`config.mk`:
```
export PLATFORM = sky130hd
export DESIGN_NAME = swm_cell
export DESIGN_NICKNAME = d
export VERILOG_FILES = /design/src/swm_pkg.sv /design/src/swm_cell.sv
export SDC_FILE = /design/constraint.sdc
export NUM_CORES = 1
export LEC_CHECK = 0
export BUFFER_PORTS_ARGS = -buffer_cell sky130_fd_sc_hd__buf_2
export CAP_MARGIN = 20
export CORE_ASPECT_RATIO = 0.8
export CORE_MARGIN = 2
export CORE_UTILIZATION = 35
export DETAILED_ROUTE_END_ITERATION = 10
export MAX_ROUTING_LAYER = met4
export PLACE_DENSITY = 0.63
export SLEW_MARGIN = 20
export SYNTH_ARGS = -nofsm -noshare
export SYNTH_HDL_FRONTEND = slang
export SYNTH_SLANG_ARGS = --single-unit
```
`constraint.sdc`:
```
create_clock -name clock -period 9.75 [get_ports clock]
set_input_delay 1.95 -clock clock [delete_from_list [all_inputs] [get_ports clock]]
set_output_delay 1.95 -clock clock [all_outputs]
set_load 0.1 [all_outputs]
```
`src/swm_pkg.sv`:
```
`timescale 1ns / 1ps
// ----------------------------------------------------------------------------
// swm_pkg
// Shared constants and types for the sliding window maximum block.
// ----------------------------------------------------------------------------
package swm_pkg;

   localparam int VALUE_W        = 32;
   localparam int WSIZE_W        = 7;
   localparam int CSR_DATA_W     = 32;
   localparam int CSR_ADDR_W     = 2;
   localparam int MAX_WINDOW_DEF = 64;

   localparam logic [CSR_ADDR_W-1:0] ADDR_WINDOW_SIZE = 2'd0;

   // per-cycle command broadcast to every cell of the chain
   typedef struct packed {
      logic step;    // update the chain this cycle
      logic shift;   // take the entry of the next cell (front leaves)
      logic clear;   // forget every kept entry
      logic cmp;     // drop entries smaller than the new word
      logic append;  // place the new word behind the last kept entry
   } cell_ctrl_type;

endpackage

```
`src/swm_cell.sv`:
```
`timescale 1ns / 1ps
// ----------------------------------------------------------------------------
// swm_cell
// One slot of the candidate queue: keeps a value and its position, decides
// whether it survives the new word and hands its entry to its front neighbor.
// ----------------------------------------------------------------------------
module swm_cell #(
   parameter int POS_W = 7,
   parameter bit HEAD  = 1'b0
) (
   input  logic                                clock,
   input  logic                                reset,
   input  swm_pkg::cell_ctrl_type              ctrl,
   input  logic signed [swm_pkg::VALUE_W-1:0]  x_value,
   input  logic        [POS_W-1:0]             x_pos,
   input  logic                                prev_keep,
   input  logic                                next_keep,
   input  logic signed [swm_pkg::VALUE_W-1:0]  next_value,
   input  logic        [POS_W-1:0]             next_pos,
   output logic                                keep,
   output logic                                valid,
   output logic signed [swm_pkg::VALUE_W-1:0]  value,
   output logic        [POS_W-1:0]             pos
);

   logic                               valid_ff, valid_in;
   logic signed [swm_pkg::VALUE_W-1:0] value_ff, value_in;
   logic        [POS_W-1:0]            pos_ff, pos_in;
   logic                               src_keep, src_prev;

   assign keep = valid_ff && !ctrl.clear && !(ctrl.cmp && (value_ff < x_value));

   always_comb begin
      src_keep = ctrl.shift ? next_keep : keep;
      src_prev = ctrl.shift ? (keep || HEAD) : prev_keep;
      valid_in = valid_ff;
      value_in = value_ff;
      pos_in   = pos_ff;
      if (ctrl.step) begin
         if (src_keep) begin
            valid_in = 1'b1;
            value_in = ctrl.shift ? next_value : value_ff;
            pos_in   = ctrl.shift ? next_pos : pos_ff;
         end else if (ctrl.append && src_prev) begin
            valid_in = 1'b1;
            value_in = x_value;
            pos_in   = x_pos;
         end else begin
            valid_in = 1'b0;
         end
      end
   end

   always_ff @(posedge clock) begin
      if (reset) begin
         valid_ff <= 1'b0;
      end else begin
         valid_ff <= valid_in;
      end
      value_ff <= value_in;
      pos_ff   <= pos_in;
   end

   assign valid = valid_ff;
   assign value = value_ff;
   assign pos   = pos_ff;

endmodule

```
Yosys cells after proc, flatten, opt, wreduce, memory -nomap -nowiden
Index checks and enable logic that the tools add are counted.

operators by class
  magnitude comparators = 1
  equality and inequality tests = 1
  muxes and demuxes = 10
  reductions and logical operators = 8

operator list
  cell                                   count
  two-way mux 32 bit                     3
  < comparator 32 bit                    1
  two-way mux 7 bit                      3
  logical AND 1 bit                      4
  two-way mux 1 bit                      4
  AND reduction 3 bit                    1
  zero test 1 bit                        2
  != test 2 bit (second input constant)  1
  nonzero test 2 bit                     1

storage, ports and cells
  flip-flop bits (word level) = 40
  input bits = 87
  output and inout bits = 41
  word-level logic and storage cells = 23

Logic depth before layout (Yosys ltp)
  depth in word-level cells = 8
  gate-level depth with buffers = 12
  gate-level depth less buffers = 9

Worst setup path before layout
No wires, ideal clock.

  path kind = input to output
  start point = input x_value[7] (netlist name)
  end point = output keep
  arrival = 4.839 ns
  data required time = 7.800 ns
  slack = 2.961 ns
  cell stages on the path = 8
  buffers on the path = 0
  path through = inv_1 > ha_1 > nand4_1 > o311a_1 > o31ai_1 > a21oi_1 > xnor2_1 > a21oi_1

on the way
  longest elaborated chain between the ends = 4

ends and longest elaborated chain
  item                 RTL line        text
  start, declared      swm_cell.sv:14  input logic signed [swm_pkg::VALUE_W-1:0] x_value,
  < comparator 32 bit  swm_cell.sv:31  assign keep = valid_ff && !ctrl.clear && !(ctrl.cmp && (value_ff < x_value));
  logical AND 1 bit    swm_cell.sv:31
  zero test 1 bit      swm_cell.sv:31
  logical AND 1 bit    swm_cell.sv:31
  end, declared        swm_cell.sv:20  output logic keep,

No other way between the ends.

Worst setup path in the final report
Ends and elaborated chain as after synthesis.

==> results by group <==
Status
  • Status: complete, no violations

STA
  • RSZ-0062 raised after global routing: no
  • Max-slew violations: 0
  • Final period util: between 60% and 70%
  • Final Hold Vio Count: 0
  • Fmax: around 0.16 GHz
  • Setup TNS: 0 ps
  • Finish-stage setup viols: 0
  • Worst slew pin tran: 645 ps
  • Max_slew headroom: a little under three fifths
  • Clock skew: around 10 ps
  • Period minus WS final: 6320 ps
  • Hold slack final: about 540 ps

Placement
  • I/O Buffers: roughly 130
  • Area post-placement: roughly 3400 um^2
  • Placed cells: 454
  • DP Wirelength: just under 5000 um
  • RePlAce Congestion: ~0.79

Critical path
  • Startpoint types: primary input
  • Critical Path Sink Type: output pin
  • Worst EP required: ~7800 ps
  • Crit Path Category: in2out
  • Arr. time, crit path: approximately 4400 ps
  • Crit-path max FO: 3

Pwr
  • Power per Cell Area: ~150 nW/um^2
  • Seq pwr share: roughly two fifths
  • Clk network pwr share: approximately a quarter
  • Internal: 333 uW
  • Max IR drop VDD: around 0.057 mV
  • Lkg Pwr: approximately 1.7 nW
  • Psw: between 150 and 200 uW
  • Pwr Total: ~520 uW
  • Net Sw Frac: a little over a third
  • Comb power frac: between 30% and 40%

Logic synthesis
  • Warnings from Yosys: 0
  • Xor and xnor fraction of the mapped netlist area: less than 1%
  • Asr flop ratio synth: 0%
  • Number of synthesized flops with an enable pin: 39
  • Syn avg cell area: 12.0 um^2
  • Synthesized instance count: ~230
  • Yosys reg bits: 40
  • Largest family of logic cells by synthesized area: multiplexers
  • Cell variety after synth: 35
  • Synth area leaders: edfxtp_1 43%, ha_1 14%, mux2_2 12%
  • Post-synth net total: approximately 340
  • Top-count cell post-synth: edfxtp_1
  • Yosys top cell area share: 43.2%
  • Register area share after synthesis: 43.9%
  • Top_reg_cell synth: edfxtp_1
  • Synth Cell Area: between 2000 and 3000 um^2
  • Post-synth top area cell: edfxtp_1
  • Post-synth top cells: 39 x edfxtp_1, 34 x inv_1, 31 x ha_1
  • Mux cell area share after synthesis: about 18%
  • Complex-gate fraction of the synthesized area: under 10%
  • Post-Synth Adder-Cell Area: 14.3%
  • Synth Area in Simple Gates: 8.21%

Global routing
  • Largest net degree at the start of global routing: 23
  • Antenna violations before repair: 1
  • Global-route wire length before repair: approximately 9300 um
  • Grt total ovfl: 0
  • Vias in the first global route: between 2k and 2.5k
  • Total track usage: between 10 and 15%

Worst hold path
  • HP Class: reg2reg

Die
  • Core ar.: 7460 um^2
  • Die width: approximately 100 um
  • Die extent in y: 82.7 um
  • Die area: 8470 um^2
  • Core Rows: 28
  • I/O pin cnt: 128
  • Initial core utilization: between 30% and 40%

Layout
  • Filler instances: roughly 740
  • Final net count: about 470
  • Layout cells sized above 1: about half
  • Non-filler cells, final: roughly 460
  • Area Overhead vs Synth: 31.0%
  • Final instance area: ~3600 um^2

Clocking
  • Post-CTS resize count: 0
  • CTS tree: done
  • Skew-Pair Late Insertion Delay: 290 ps
  • Maximum clock insertion buffer count: 2
  • Post-CTS Setup Inserts: 0
  • CTS clk-pin slew, worst paths: around 80 ps
  • Hold_buf cts: 0
  • TritonCTS buffer count: 5
  • Clk sinks: 40
  • Clock root cell: clkbuf_8
  • H-tree Lvls: 2

Detailed routing
  • ANT nets after route: 0
  • Post-Route WL: about 6000 um
  • DRT Pass-1 Iters: 4
  • Via count: between 2k and 2.5k
  • DRC: 0
  • 1st-iter DRT viols: 61
  • Routed WL per cell: about 13 um
  • Vias/cell: between 4 and 5

Flow run
  • Max-Cap Viols: 0
==> worst max-delay path: stages <==
cell	delay (ps)
buf_2	100
inv_1	50
ha_1	300
nand4_1	110
o311a_1	390
o31ai_1	500
a21oi_1	210
xnor2_1	170
a21oi_1	140
buf_2	450
==> layout make-up <==
class / instances / area [um^2] / share of cell area (%)
clock buffer: 5 / 68.8 / 1.94
clock inverter: 3 / 37.5 / 1.06
tap: 105 / 131 / 3.70
timing repair buffer: 129 / 651 / 18.3
antenna: 1 / 2.50 / 0.0704
multi-input combinational: 146 / 1340 / 37.8
inverter: 34 / 128 / 3.59
sequential: 40 / 1190 / 33.5
==> power groups by stage <==
| stage | Combinational [mW] | Sequential, mW | Clock (mW) |
|---|---|---|---|
| 3_5_place_dp | 0.178 | 0.213 | 0 |
| 6_report | 0.176 | 0.209 | 0.135 |
| 4_1_cts | 0.178 | 0.209 | 0.138 |
| 2_1_floorplan | 0.0649 | 0.286 | 0 |
| 5_1_grt | 0.191 | 0.210 | 0.145 |
| 3_3_place_gp | 0.176 | 0.213 | 0 |
==> per-stage QoR <==
stage	setup slack [ps]	util [%]
floorplan	2960	-
global placement	3580	46.1
detailed placement	3410	46.1
CTS	3420	47.6
global route	3270	47.6
finish	3430	47.6
==> final timing paths <==
check                startpoint                 end  slack (ps)  cells past startpoint
max                  x_value[7]                keep        3430                     10
max reg2reg  value[7]$_DFFE_PP_  value[2]$_DFFE_PP_        6060                      8
min reg2reg  valid$_SDFFE_PP0P_  valid$_SDFFE_PP0P_         540                      2
min          valid$_SDFFE_PP0P_  valid$_SDFFE_PP0P_         540                      2
==> layout by cell type (no fill, tap or decap), types with 3 or more instances in the layout <==
master,instances
nand4_1,7
nand3_1,4
nand2_1,10
clkbuf_8,5
o21ai_0,5
nor3_1,3
ha_1,31
mux2_2,29
inv_1,34
buf_2,127
a21oi_1,17
edfxtp_1,39
nand2b_1,3
mux2_4,10
==> per-layer routing <==
metal,up-vias,routed length [um],track usage (%)
met2,90,2700,23.7
met5,-,0,-
met1,962,2800,19.0
met3,5,468,3.87
met4,0,46,3.60
li1,1103,-,-
==> logic make-up after synthesis <==
logic type | Yosys count
buffers and inverters | 40
DFF | 40
muxes | 39
and+or+nand+nor | 38
AOI/OAI and AO/OA | 37
adders and majority gates | 31
xor gates and xnor gates | 1
==> sequential cells by signal, indices dropped and copies added (netlist names) <==
name and flops:
value 32, valid 1, pos 7
Note: power is estimated with default switching activity, not from simulation.
